<file path="config.mk">
export PLATFORM = sky130hd
export DESIGN_NAME = sntp_reply_validator
export DESIGN_NICKNAME = d
export VERILOG_FILES = /design/src/srv_pkg.sv /design/src/srv_capture.sv /design/src/srv_judge.sv /design/src/sntp_reply_validator.sv
export SDC_FILE = /design/constraint.sdc
export NUM_CORES = 1
export LEC_CHECK = 0
export CAP_MARGIN = 20
export CELL_PAD_IN_SITES_DETAIL_PLACEMENT = 1
export CELL_PAD_IN_SITES_GLOBAL_PLACEMENT = 1
export CORE_ASPECT_RATIO = 1.75
export CORE_UTILIZATION = 35
export DETAILED_ROUTE_END_ITERATION = 12
export DONT_BUFFER_PORTS = 1
export HOLD_SLACK_MARGIN = 0.03
export PLACE_DENSITY = 0.72
export SYNTH_ARGS = -nofsm -noshare
export SYNTH_HDL_FRONTEND = slang
export SYNTH_SLANG_ARGS = --single-unit
</file>
<file path="constraint.sdc">
create_clock -name i_clk -period 7.1 [get_ports i_clk]
set_clock_uncertainty 0.1 [all_clocks]
set_input_delay 1.42 -clock i_clk [delete_from_list [all_inputs] [get_ports i_clk]]
set_output_delay 1.42 -clock i_clk [all_outputs]
set_load 0.01 [all_outputs]
</file>
<file path="src/srv_pkg.sv">
// Types, codes and constants shared by the SNTP reply validator modules.
`timescale 1ns / 1ps

package srv_pkg;

    localparam int STRAY_LIMIT_DEFAULT = 100;

    localparam int          POS_W      = 6;
    localparam logic [5:0]  PKT_LEN    = 6'd48;
    localparam logic [5:0]  POS_LAST   = 6'd47;
    localparam logic [5:0]  POS_STRAT  = 6'd1;
    localparam logic [5:0]  POS_HDR    = 6'd0;

    localparam logic [31:0] EPOCH_DIFF = 32'd2461449600;
    localparam logic [31:0] ERA1_ADD   = 32'd1833517696;
    localparam logic [31:0] DATE_FLOOR = 32'(((22 * 365) + 5) * 86400);
    localparam logic [31:0] DATE_CEIL  = 32'(((64'd122 * 365) + 30) * 86400);

    // ticks / 100 == ((ticks >> 2) * RTT_RECIP) >> RTT_SHIFT for 23-bit ticks
    localparam int          RTT_SHIFT  = 26;
    localparam logic [21:0] RTT_RECIP  = 22'd2684355;
    localparam int          RTT_Q_W    = 17;

    localparam logic [2:0]  MODE_SERVER = 3'd4;
    localparam logic [1:0]  LEAP_ALARM  = 2'd3;
    localparam logic [7:0]  STRATUM_MAX = 8'd15;

    localparam logic [1:0]  CFG_NONCE_HIGH = 2'd0;
    localparam logic [1:0]  CFG_NONCE_LOW  = 2'd1;
    localparam logic [1:0]  CFG_SERVER     = 2'd2;
    localparam logic [1:0]  CFG_OFFSET     = 2'd3;

    typedef enum logic [2:0] {
        VERDICT_ACCEPTED = 3'd0,
        VERDICT_IGNORED  = 3'd1,
        VERDICT_UNSYNC   = 3'd2,
        VERDICT_REFUSED  = 3'd3,
        VERDICT_BAD_DATE = 3'd4,
        VERDICT_GAVE_UP  = 3'd5
    } t_verdict;

    typedef struct packed {
        logic [7:0]  rx_byte;
        logic        end_of_packet;
        logic [31:0] source_address;
        logic [22:0] round_trip_ticks;
    } t_in_word;

    typedef struct packed {
        t_verdict    verdict;
        logic [31:0] local_seconds;
    } t_out_word;

    // captured reply fields and their derived checks
    typedef struct packed {
        logic [7:0]  header;
        logic [7:0]  stratum;
        logic        nonce_ok;
        logic        date_ok;
        logic [31:0] secs78;
        logic        full;
    } t_capture;

endpackage

</file>
<file path="src/srv_capture.sv">
// Byte position counter and capture of the reply fields, with registered field checks.
`timescale 1ns / 1ps

module srv_capture (
    input  logic              i_clk,
    input  logic              i_rst_n,
    input  logic              i_accept,
    input  logic [7:0]        i_rx_byte,
    input  logic              i_last,
    input  logic [63:0]       i_nonce,
    output srv_pkg::t_capture o_cap
);
    import srv_pkg::*;

    logic [POS_W-1:0] r_pos;
    logic [POS_W-1:0] n_pos;
    logic [7:0]       r_header;
    logic [7:0]       r_stratum;
    logic [7:0][7:0]  r_echoed;
    logic [3:0][7:0]  r_seconds;
    logic             r_nonce_ok;
    logic             r_date_ok;
    logic [31:0]      r_secs78;
    logic [31:0]      w_secs;
    logic [31:0]      w_conv;

    always_comb begin
        n_pos = r_pos;
        if (r_pos < PKT_LEN) begin
            n_pos = r_pos + 1'b1;
        end
        if (i_last) begin
            n_pos = '0;
        end
    end

    always_ff @(posedge i_clk) begin
        if (!i_rst_n) begin
            r_pos <= '0;
        end else if (i_accept) begin
            r_pos <= n_pos;
        end
    end

    always_ff @(posedge i_clk) begin
        if (i_accept && (r_pos < PKT_LEN)) begin
            if (r_pos == POS_HDR) begin
                r_header <= i_rx_byte;
            end else if (r_pos == POS_STRAT) begin
                r_stratum <= i_rx_byte;
            end else if (r_pos >= 6'd24 && r_pos <= 6'd31) begin
                r_echoed[~r_pos[2:0]] <= i_rx_byte;
            end else if (r_pos >= 6'd40 && r_pos <= 6'd43) begin
                r_seconds[~r_pos[1:0]] <= i_rx_byte;
            end
        end
    end

    // era wrap: timestamps below the 1978 epoch point belong to era 1
    assign w_secs = r_seconds;
    assign w_conv = (w_secs >= EPOCH_DIFF) ? (w_secs - EPOCH_DIFF) : (w_secs + ERA1_ADD);

    // fields settle several words before the last byte of any full-length reply
    always_ff @(posedge i_clk) begin
        r_nonce_ok <= (r_echoed == i_nonce);
        r_secs78   <= w_conv;
        r_date_ok  <= (w_secs != '0) && (w_conv >= DATE_FLOOR) && (w_conv <= DATE_CEIL);
    end

    always_comb begin
        o_cap.header   = r_header;
        o_cap.stratum  = r_stratum;
        o_cap.nonce_ok = r_nonce_ok;
        o_cap.date_ok  = r_date_ok;
        o_cap.secs78   = r_secs78;
        o_cap.full     = (r_pos >= POS_LAST);
    end

endmodule

</file>
<file path="src/srv_judge.sv">
// Last-byte stage, verdict logic, stray counter and output register.
`timescale 1ns / 1ps

module srv_judge #(
    parameter int STRAY_LIMIT = srv_pkg::STRAY_LIMIT_DEFAULT
) (
    input  logic               i_clk,
    input  logic               i_rst_n,
    input  logic               i_accept,
    input  srv_pkg::t_in_word  i_in_word,
    input  logic [31:0]        i_server_address,
    input  logic [11:0]        i_offset_minutes,
    input  srv_pkg::t_capture  i_cap,
    input  logic               i_out_stall,
    output logic               o_in_stall,
    output logic               o_out_valid,
    output srv_pkg::t_out_word o_out_word
);
    import srv_pkg::*;

    localparam int CNT_W = $clog2(STRAY_LIMIT + 1);

    logic                 r_s1_valid;
    logic                 r_s1_full;
    logic                 r_s1_src_ok;
    logic [RTT_Q_W-1:0]   r_s1_q;
    logic [31:0]          r_off60;
    logic [CNT_W-1:0]     r_stray;
    logic [CNT_W-1:0]     n_stray;
    logic                 r_out_valid;
    t_out_word            r_out_word;
    t_out_word            n_out_word;
    logic                 w_advance;
    logic                 w_ours;
    logic [20:0]          w_quarter;
    logic [42:0]          w_prod;
    logic [31:0]          w_off;

    assign w_advance  = !r_out_valid || !i_out_stall;
    assign o_in_stall = r_s1_valid && !w_advance;

    // ticks / 100 by reciprocal
    assign w_quarter = i_in_word.round_trip_ticks[22:2];
    assign w_prod    = w_quarter * RTT_RECIP;

    assign w_off = {{20{i_offset_minutes[11]}}, i_offset_minutes};

    always_ff @(posedge i_clk) begin
        r_off60 <= (w_off << 6) - (w_off << 2);
    end

    always_ff @(posedge i_clk) begin
        if (!i_rst_n) begin
            r_s1_valid <= 1'b0;
        end else if (i_accept) begin
            r_s1_valid <= i_in_word.end_of_packet;
        end else if (w_advance) begin
            r_s1_valid <= 1'b0;
        end
    end

    always_ff @(posedge i_clk) begin
        if (i_accept && i_in_word.end_of_packet) begin
            r_s1_full   <= i_cap.full;
            r_s1_src_ok <= (i_in_word.source_address == i_server_address);
            r_s1_q      <= w_prod[RTT_SHIFT +: RTT_Q_W];
        end
    end

    assign w_ours = r_s1_full && r_s1_src_ok && i_cap.nonce_ok &&
                    (i_cap.header[2:0] == MODE_SERVER);

    always_comb begin
        n_out_word.verdict       = VERDICT_IGNORED;
        n_out_word.local_seconds = '0;
        n_stray                  = '0;
        if (!w_ours) begin
            if (r_stray >= CNT_W'(STRAY_LIMIT)) begin
                n_out_word.verdict = VERDICT_GAVE_UP;
            end else begin
                n_stray = r_stray + 1'b1;
            end
        end else if (i_cap.header[7:6] == LEAP_ALARM) begin
            n_out_word.verdict = VERDICT_UNSYNC;
        end else if (i_cap.stratum == '0 || i_cap.stratum > STRATUM_MAX) begin
            n_out_word.verdict = VERDICT_REFUSED;
        end else if (!i_cap.date_ok) begin
            n_out_word.verdict = VERDICT_BAD_DATE;
        end else begin
            n_out_word.verdict       = VERDICT_ACCEPTED;
            n_out_word.local_seconds = i_cap.secs78 + 32'(r_s1_q) + r_off60;
        end
    end

    always_ff @(posedge i_clk) begin
        if (!i_rst_n) begin
            r_out_valid <= 1'b0;
            r_stray     <= '0;
        end else if (w_advance) begin
            r_out_valid <= r_s1_valid;
            if (r_s1_valid) begin
                r_stray <= n_stray;
            end
        end
    end

    always_ff @(posedge i_clk) begin
        if (w_advance && r_s1_valid) begin
            r_out_word <= n_out_word;
        end
    end

    assign o_out_valid = r_out_valid;
    assign o_out_word  = r_out_word;

endmodule

</file>
<file path="src/sntp_reply_validator.sv">
// Top level of the SNTP reply validator: configuration registers and stage wiring.
//
//  channel  | handshake                | word
//  ---------+--------------------------+--------------------------------
//  in       | i_in_valid / o_in_stall  | i_in_word  (t_in_word)
//  out      | o_out_valid / i_out_stall| o_out_word (t_out_word)
//  config   | i_cfg_we                 | i_cfg_index, i_cfg_data
//
// One word per cycle in when not stalled; verdicts go via last-byte and output registers.
// Reset is synchronous, active low, and clears position, stray count and valids.
// The input stalls only while a verdict is waiting in the last-byte stage and the
// output register is full and stalled.
`timescale 1ns / 1ps

module sntp_reply_validator #(
    parameter int STRAY_LIMIT = srv_pkg::STRAY_LIMIT_DEFAULT
) (
    input  logic               i_clk,
    input  logic               i_rst_n,
    input  logic               i_in_valid,
    output logic               o_in_stall,
    input  srv_pkg::t_in_word  i_in_word,
    output logic               o_out_valid,
    input  logic               i_out_stall,
    output srv_pkg::t_out_word o_out_word,
    input  logic               i_cfg_we,
    input  logic [1:0]         i_cfg_index,
    input  logic [31:0]        i_cfg_data
);
    import srv_pkg::*;

    logic [31:0] r_nonce_high;
    logic [31:0] r_nonce_low;
    logic [31:0] r_server_address;
    logic [11:0] r_offset_minutes;
    logic        w_accept;
    t_capture    w_cap;

    always_ff @(posedge i_clk) begin
        if (!i_rst_n) begin
            r_nonce_high     <= '0;
            r_nonce_low      <= '0;
            r_server_address <= '0;
            r_offset_minutes <= '0;
        end else if (i_cfg_we) begin
            unique case (i_cfg_index)
                CFG_NONCE_HIGH: r_nonce_high     <= i_cfg_data;
                CFG_NONCE_LOW:  r_nonce_low      <= i_cfg_data;
                CFG_SERVER:     r_server_address <= i_cfg_data;
                CFG_OFFSET:     r_offset_minutes <= i_cfg_data[11:0];
                default: ;
            endcase
        end
    end

    assign w_accept = i_in_valid && !o_in_stall;

    srv_capture u_capture (
        .i_clk     (i_clk),
        .i_rst_n   (i_rst_n),
        .i_accept  (w_accept),
        .i_rx_byte (i_in_word.rx_byte),
        .i_last    (i_in_word.end_of_packet),
        .i_nonce   ({r_nonce_high, r_nonce_low}),
        .o_cap     (w_cap)
    );

    srv_judge #(
        .STRAY_LIMIT (STRAY_LIMIT)
    ) u_judge (
        .i_clk            (i_clk),
        .i_rst_n          (i_rst_n),
        .i_accept         (w_accept),
        .i_in_word        (i_in_word),
        .i_server_address (r_server_address),
        .i_offset_minutes (r_offset_minutes),
        .i_cap            (w_cap),
        .i_out_stall      (i_out_stall),
        .o_in_stall       (o_in_stall),
        .o_out_valid      (o_out_valid),
        .o_out_word       (o_out_word)
    );

endmodule

</file>
# Yosys cells after proc, flatten, opt, wreduce, memory -nomap -nowiden
# Index checks and enable logic that the tools add are counted.
[classes]
n_addsub = 7
mul = 1
n_lt_le_gt_ge = 15
n_eq_ne = 8
mux = 18
bitwise_logic = 7
reduce_logical = 37
[ops]
columns = ["op", "count"]
rows = [
  ["bitwise mux 64 bit", 1],
  ["== test 64 bit", 1],
  ["multiplier 21 x 22 -> 43 bit, second input constant", 1],
  ["adder 32 x 17 -> 32 bit", 1],
  ["adder 32 x 31 -> 32 bit, second input constant", 1],
  ["adder 32 bit", 1],
  ["bitwise mux 32 bit", 1],
  ["== test 32 bit", 1],
  ["greater-or-equal comparator 32 x 30 -> 1 bit, second input constant", 1],
  ["greater-or-equal comparator 32 bit, second input constant", 1],
  ["<= comparator 32 bit, second input constant", 1],
  ["2-to-1 mux 32 bit", 1],
  ["nonzero test 32 bit", 1],
  ["subtractor 32 bit, second input constant", 1],
  ["demux 8 bit (select 3 bit)", 1],
  ["subtractor 18 x 14 -> 19 bit", 1],
  ["demux 8 bit (select 2 bit)", 1],
  ["2-to-1 mux 8 bit", 2],
  ["2-to-1 mux 3 bit", 5],
  ["logical AND 1 bit", 14],
  ["2-to-1 mux 7 bit", 2],
  ["AND reduction 2 bit", 7],
  ["greater-or-equal comparator 6 bit, second input constant", 2],
  ["2-to-1 mux 6 bit", 2],
  ["30 further kinds", 42],
]
[word_totals]
regBits = 355
inputBits = 103
wordCells = 124

# Depth between registers and ports, before layout
[logic_depth]
word_depth = 8
mapped_depth = 26
ltp_nobuf = 26

# Hierarchy
# Synthesis repeated with hierarchy kept, for this count alone.
[unflattened]
hier_cells = 2180
area_unflattened_um2 = 23702.7
[modules_own_cells]
columns = ["mod", "n_inst", "cells_each", "area_each_um2", "seq_area_each_um2"]
rows = [
  ["srv_judge", 1, 1345, 13316.5, 2142.1],
  ["srv_capture", 1, 445, 6274.8, 4164.0],
  ["sntp_reply_validator", 1, 390, 4111.4, 2162.1],
]

# Worst setup path before layout
# OpenSTA, ideal clock, no wires.
[synth_path]
path_type = "input to register"
start = "input i_in_word[20] (netlist bit)"
end = "register u_judge.r_s1_q[15] (data pin)"
setup_time_ns = 0.258
arrival_time_ns = 7.069
t_required_ns = 6.742
setup_slack_ns = -0.327
stages = 22
path_buffers = 0
path_cell_list = "fa_1 inv_1 fa_1 inv_1 fa_1 fa_1 fa_1 inv_1 fa_1 inv_1 ha_1 ha_1 a211oi_1 o21ai_0 a221oi_1 o21ai_1 o2111ai_1 a21o_1 nand2_1 a211o_1 a21oi_1 xnor2_1"
[synth_between]
elab_chain_cells = 1
[synth_rtl]
columns = ["element", "line", "text"]
rows = [
  ["start: declaration", "sntp_reply_validator.sv:22", "input srv_pkg::t_in_word i_in_word,"],
  ["multiplier 21 x 22 -> 43 bit", "srv_judge.sv:44", "assign w_prod = w_quarter * RTT_RECIP;"],
  ["net u_judge.w_prod[41]", "srv_judge.sv:36", "logic [42:0] w_prod;"],
  ["end signal: assignment", "srv_judge.sv:66", "r_s1_q <= w_prod[RTT_SHIFT +: RTT_Q_W];"],
  ["end: declaration", "srv_judge.sv:26", "logic [RTT_Q_W-1:0] r_s1_q;"],
]
# The timed path passes the listed nets, and every way through them passes these cells.
# A chain may end at the register's enable or synchronous reset.

# Final worst setup path
[layout_path]
start = "input i_in_word[5] (netlist bit)"
end = "register u_judge.r_s1_q[15] (data pin)"
# Same word-level chain as after synthesis.

==> parameters.txt <==
Parameter                              Value

Outcome
  Run status ... completed

STA
  Setup repair after global routing missed its margin ... false
  Max Clk Rate ... between 100 and 150 MHz
  Slew Limit Headroom ... between 30% and 40%
  Number of setup violations in the final report ... 0
  Final hold slack ... 0.2911 ns
  Setup TNS ... 0 ns
  Final hold violation count ... 0
  Setup ws final ... ~0.23 ns
  Time the worst path needs with I/O delays and setup ... 6.869 ns
  Number of max-slew violations in the final report ... 0
  Final cycle utilization of the critical path ... a little over nine tenths
  Least-Margin Pin Slew ... 0.9737 ns

Finish
  Most frequent cells in the layout ... sky130_fd_sc_hd__inv_1 (272), sky130_fd_sc_hd__nand2_1 (270), sky130_fd_sc_hd__ha_1 (265)
  Post-route non-filler standard cell count ... approximately 3100
  Filler cell count in the final layout ... approximately 7000
  Number of nets in the finished design ... approximately 2800
  Most common cell after layout, fill and taps aside ... sky130_fd_sc_hd__inv_1
  Final Cell Area ... 0.02583 sq mm
  Antenna cell count ... 0
  Final core occ ... 40.24%
  Layout overhead on the synthesized area ... 13.85%
  Fraction of final layout cells with drive strength greater than 1 ... between 10% and 20%

Worst hold path
  Min-Delay Endpoint ... u_capture.r_secs78[1]
  Hold Path Class ... flop to flop
  Min-delay src ... u_capture.r_seconds[1]
  Worst Hold Path Cells ... 0

Setup path
  Launch point of the critical path ... i_in_word[5]
  Worst Path Arrival ... roughly 7.1 ns
  Largest driver fanout on the critical path ... 7
  Kind of end point of the critical path ... flop
  Startpoint type of the worst setup path ... input pin
  Slack of the worst reg-to-reg path ... between 3 and 4 ns
  Setup CP Type ... input pin to flop
  Critical register-to-register path startpoint ... u_judge.r_s1_q[2]
  Depth of the worst register-to-register path ... 12
  Crit path required time ... about 7.3 ns
  Endpoint of the lowest-slack register-to-register path ... u_judge.o_out_word[31]

Clock network
  Clock latency at the later pin of the worst-skew pair ... between 0.5 and 0.6 ns
  CTS tree ... built
  Clock buffer count from CTS ... 38
  Clock Tree Buf Depth ... 3
  Register clock-pin slew on the reported worst setup and hold paths ... about 0.06 ns
  Buffer type at the clock tree root ... sky130_fd_sc_hd__clkbuf_16
  Maximum level of the CTS H-tree ... 2
  Clk sink count ... ~340

Logic synthesis
  Number of nets produced by synthesis ... around 2700
  Number of flops mapped to enable cells by yosys ... ~160
  Top flip-flop cell by instance count after synthesis ... sky130_fd_sc_hd__dfxtp_1
  Count of mapped cells out of synthesis ... between 2000 and 2500
  Adder-cell share of the synthesized area ... a little under a third
  Largest family of logic cells by synthesized area ... adder cells
  Proportion of synthesized area in mux cells ... less than 1%
  Share of synthesized cell area in and, or, nand and nor gates ... a little over a tenth
  Syn_area_per_cell ... 10.62 sq um
  Proportion of register bits with asynchronous set or reset after synthesis ... 0%
  Library cells used by synthesis ... 73
  Cell area after technology mapping ... between 0.02 and 0.025 sq mm
  Area share of xor/xnor cells in the synthesized design ... approximately 7%
  #FFs+latches synth ... about 340
  Share of the synthesized area in compound gates (AO/OA/AOI/OAI) ... under 10%
  Sequential fraction of the synthesis area ... 36.93%
  Total of warnings raised by yosys ... 0

Die
  Vertical die dimension ... ~340 microns
  Core area ... about 0.064 sq mm
  Die extent in x ... between 150 and 200 microns
  Total Die Area ... 0.06588 sq mm
  Number of cell rows ... 123
  Starting Density ... around 35%
  Number of top-level pins ... between 100 and 150

Route
  Total number of vias ... 15573
  DRC marker count from the first detailed-route iteration ... roughly 510
  Number of routed nets with antenna violations ... 0
  DR vias/cell ... 5.061
  Detailed-router iteration count before antenna repair ... 6
  Detailed-route wire length ... ~63000 microns
  Number of DRC violations after detailed routing ... 0
  Wire length per cell after detailed routing ... between 20 and 25 microns

Place
  Worst Setup Slack post-DPL ... -0.6129 ns
  Number of port buffers ... 0
  DP Cell Count ... ~3000
  Placed wire-length estimate after detailed placement ... between 50000 and 60000 microns
  Gp weighted congestion ... 0.8607
  Post-placement cell area ... between 0.02 and 0.025 sq mm

Run
  Max-cap check violation count ... 0

Global route
  Maximum number of pins on one net before global-route repair ... roughly 120
  Global-route wire length before repair ... approximately 100000 microns
  Global-route usage over all layers ... 19.52%
  Number of antenna violations at the first check in global routing ... 0
  Vias in the first global route ... approximately 18000
  GRT Residual Overflow ... 0

Power
  Max rail drop VDD ... 0.0004794 V
  Power density cells ... 464.5 mW/mm^2
  PnR Total Power ... ~12 mW
  Cell leakage power ... roughly 11 nW
layer usage:
metal | vias up | wire, microns | track usage, %
li1 | 7386 | - | -
met1 | 7836 | 22190 | 19.16
met2 | 259 | 36750 | 40.18
met3 | 92 | 1847 | 2.428
met4 | 0 | 2392 | 7.490
met5 | - | 0 | 0
power by group:
part / internal (mW) / switching, mW
clock: 1.21 / 0.840
combinational: 3.66 / 3.92
sequential: 2.30 / 0.0731
worst max-delay path by stage:
stage / depth (start not counted) / to
2_1_floorplan: 21 / u_judge.r_s1_q[15]
3_3_place_gp: 24 / u_judge.r_s1_q[16]
3_5_place_dp: 20 / u_judge.r_s1_q[15]
4_1_cts: 24 / u_judge.r_s1_q[10]
5_1_grt: 20 / u_judge.r_s1_q[15]
6_report: 21 / u_judge.r_s1_q[15]
registers in the layout, summed over array words and instances, names as in the netlist, 5 cells and up:
register             count
r_nonce_high            32
r_nonce_low             32
r_offset_minutes        12
r_server_address        32
u_capture.r_echoed      64
u_capture.r_header       5
u_capture.r_pos          6
u_capture.r_seconds     32
u_capture.r_secs78      32
u_capture.r_stratum      8
u_judge.o_out_word      35
u_judge.r_off60         17
u_judge.r_s1_q          17
u_judge.r_stray          7
final cells by class:
| cell class | count | area, sq um | area share (%) |
|---|---|---|---|
| multi-input combinational | 1471 | 13250 | 51.30 |
| sequential | 337 | 8378 | 32.44 |
| inverter | 279 | 1047 | 4.055 |
| clock buffer | 47 | 1046 | 4.050 |
| tap | 812 | 1016 | 3.934 |
| timing repair buffer | 108 | 810.8 | 3.139 |
| clock inverter | 23 | 280.3 | 1.085 |
synth_stat cells (all sizes together), types with 5 or more instances:
master	n	share of area [%]
a211o	5	0.19
a211oi	10	0.33
a21boi	113	3.7
a21o	25	0.83
a21oi	60	1.4
a31oi	10	0.34
and2	6	0.17
and3	10	0.28
clkbuf	48	0.79
dfxtp	174	15
edfxtp	163	22
fa	172	15
ha	271	15
inv	279	4.6
nand2	272	4.5
nand2b	10	0.28
nand3	23	0.51
nand4	16	0.44
nor2	92	1.5
nor2b	11	0.30
nor3	25	0.60
nor4	38	1.0
o21a	10	0.33
o21ai	36	0.83
o21bai	8	0.28
o31ai	6	0.28
o41ai	5	0.19
or2	7	0.20
xnor2	45	1.8
xor2	132	5.1
cells by family after synthesis:
logic type                 Yosys count
and+or+nand+nor                    537
muxes                                2
DFF                                337
xor gates and xnor gates           177
adders and majority gates          443
AOI/OAI and AO/OA                  312
buffers and inverters              328
critical path, cell delays in order:
cell and delay, ns:
sky130_fd_sc_hd__inv_1 0.05, sky130_fd_sc_hd__fa_1 0.44, sky130_fd_sc_hd__buf_4 0.15, sky130_fd_sc_hd__fa_2 0.37
sky130_fd_sc_hd__fa_2 0.65, sky130_fd_sc_hd__inv_1 0.07, sky130_fd_sc_hd__fa_1 0.48, sky130_fd_sc_hd__fa_1 0.41
sky130_fd_sc_hd__fa_2 0.38, sky130_fd_sc_hd__fa_1 0.59, sky130_fd_sc_hd__ha_4 0.22, sky130_fd_sc_hd__a211oi_2 0.21
sky130_fd_sc_hd__o21ai_1 0.11, sky130_fd_sc_hd__a221oi_2 0.29, sky130_fd_sc_hd__o21ai_2 0.13, sky130_fd_sc_hd__o2111ai_2 0.28
sky130_fd_sc_hd__a21o_1 0.18, sky130_fd_sc_hd__nand2_2 0.08, sky130_fd_sc_hd__a211o_1 0.31, sky130_fd_sc_hd__a21oi_2 0.16
sky130_fd_sc_hd__xnor2_1 0.07
timing repair:
item                                    in CTS  in global routing
pin swaps                                    1                 21
hold buffers                                 0                  0
endpoints found under the setup margin       3                  8
setup buffers                                0                  2
gates resized for setup                      3                 17
(Power assumes the default switching activity.)
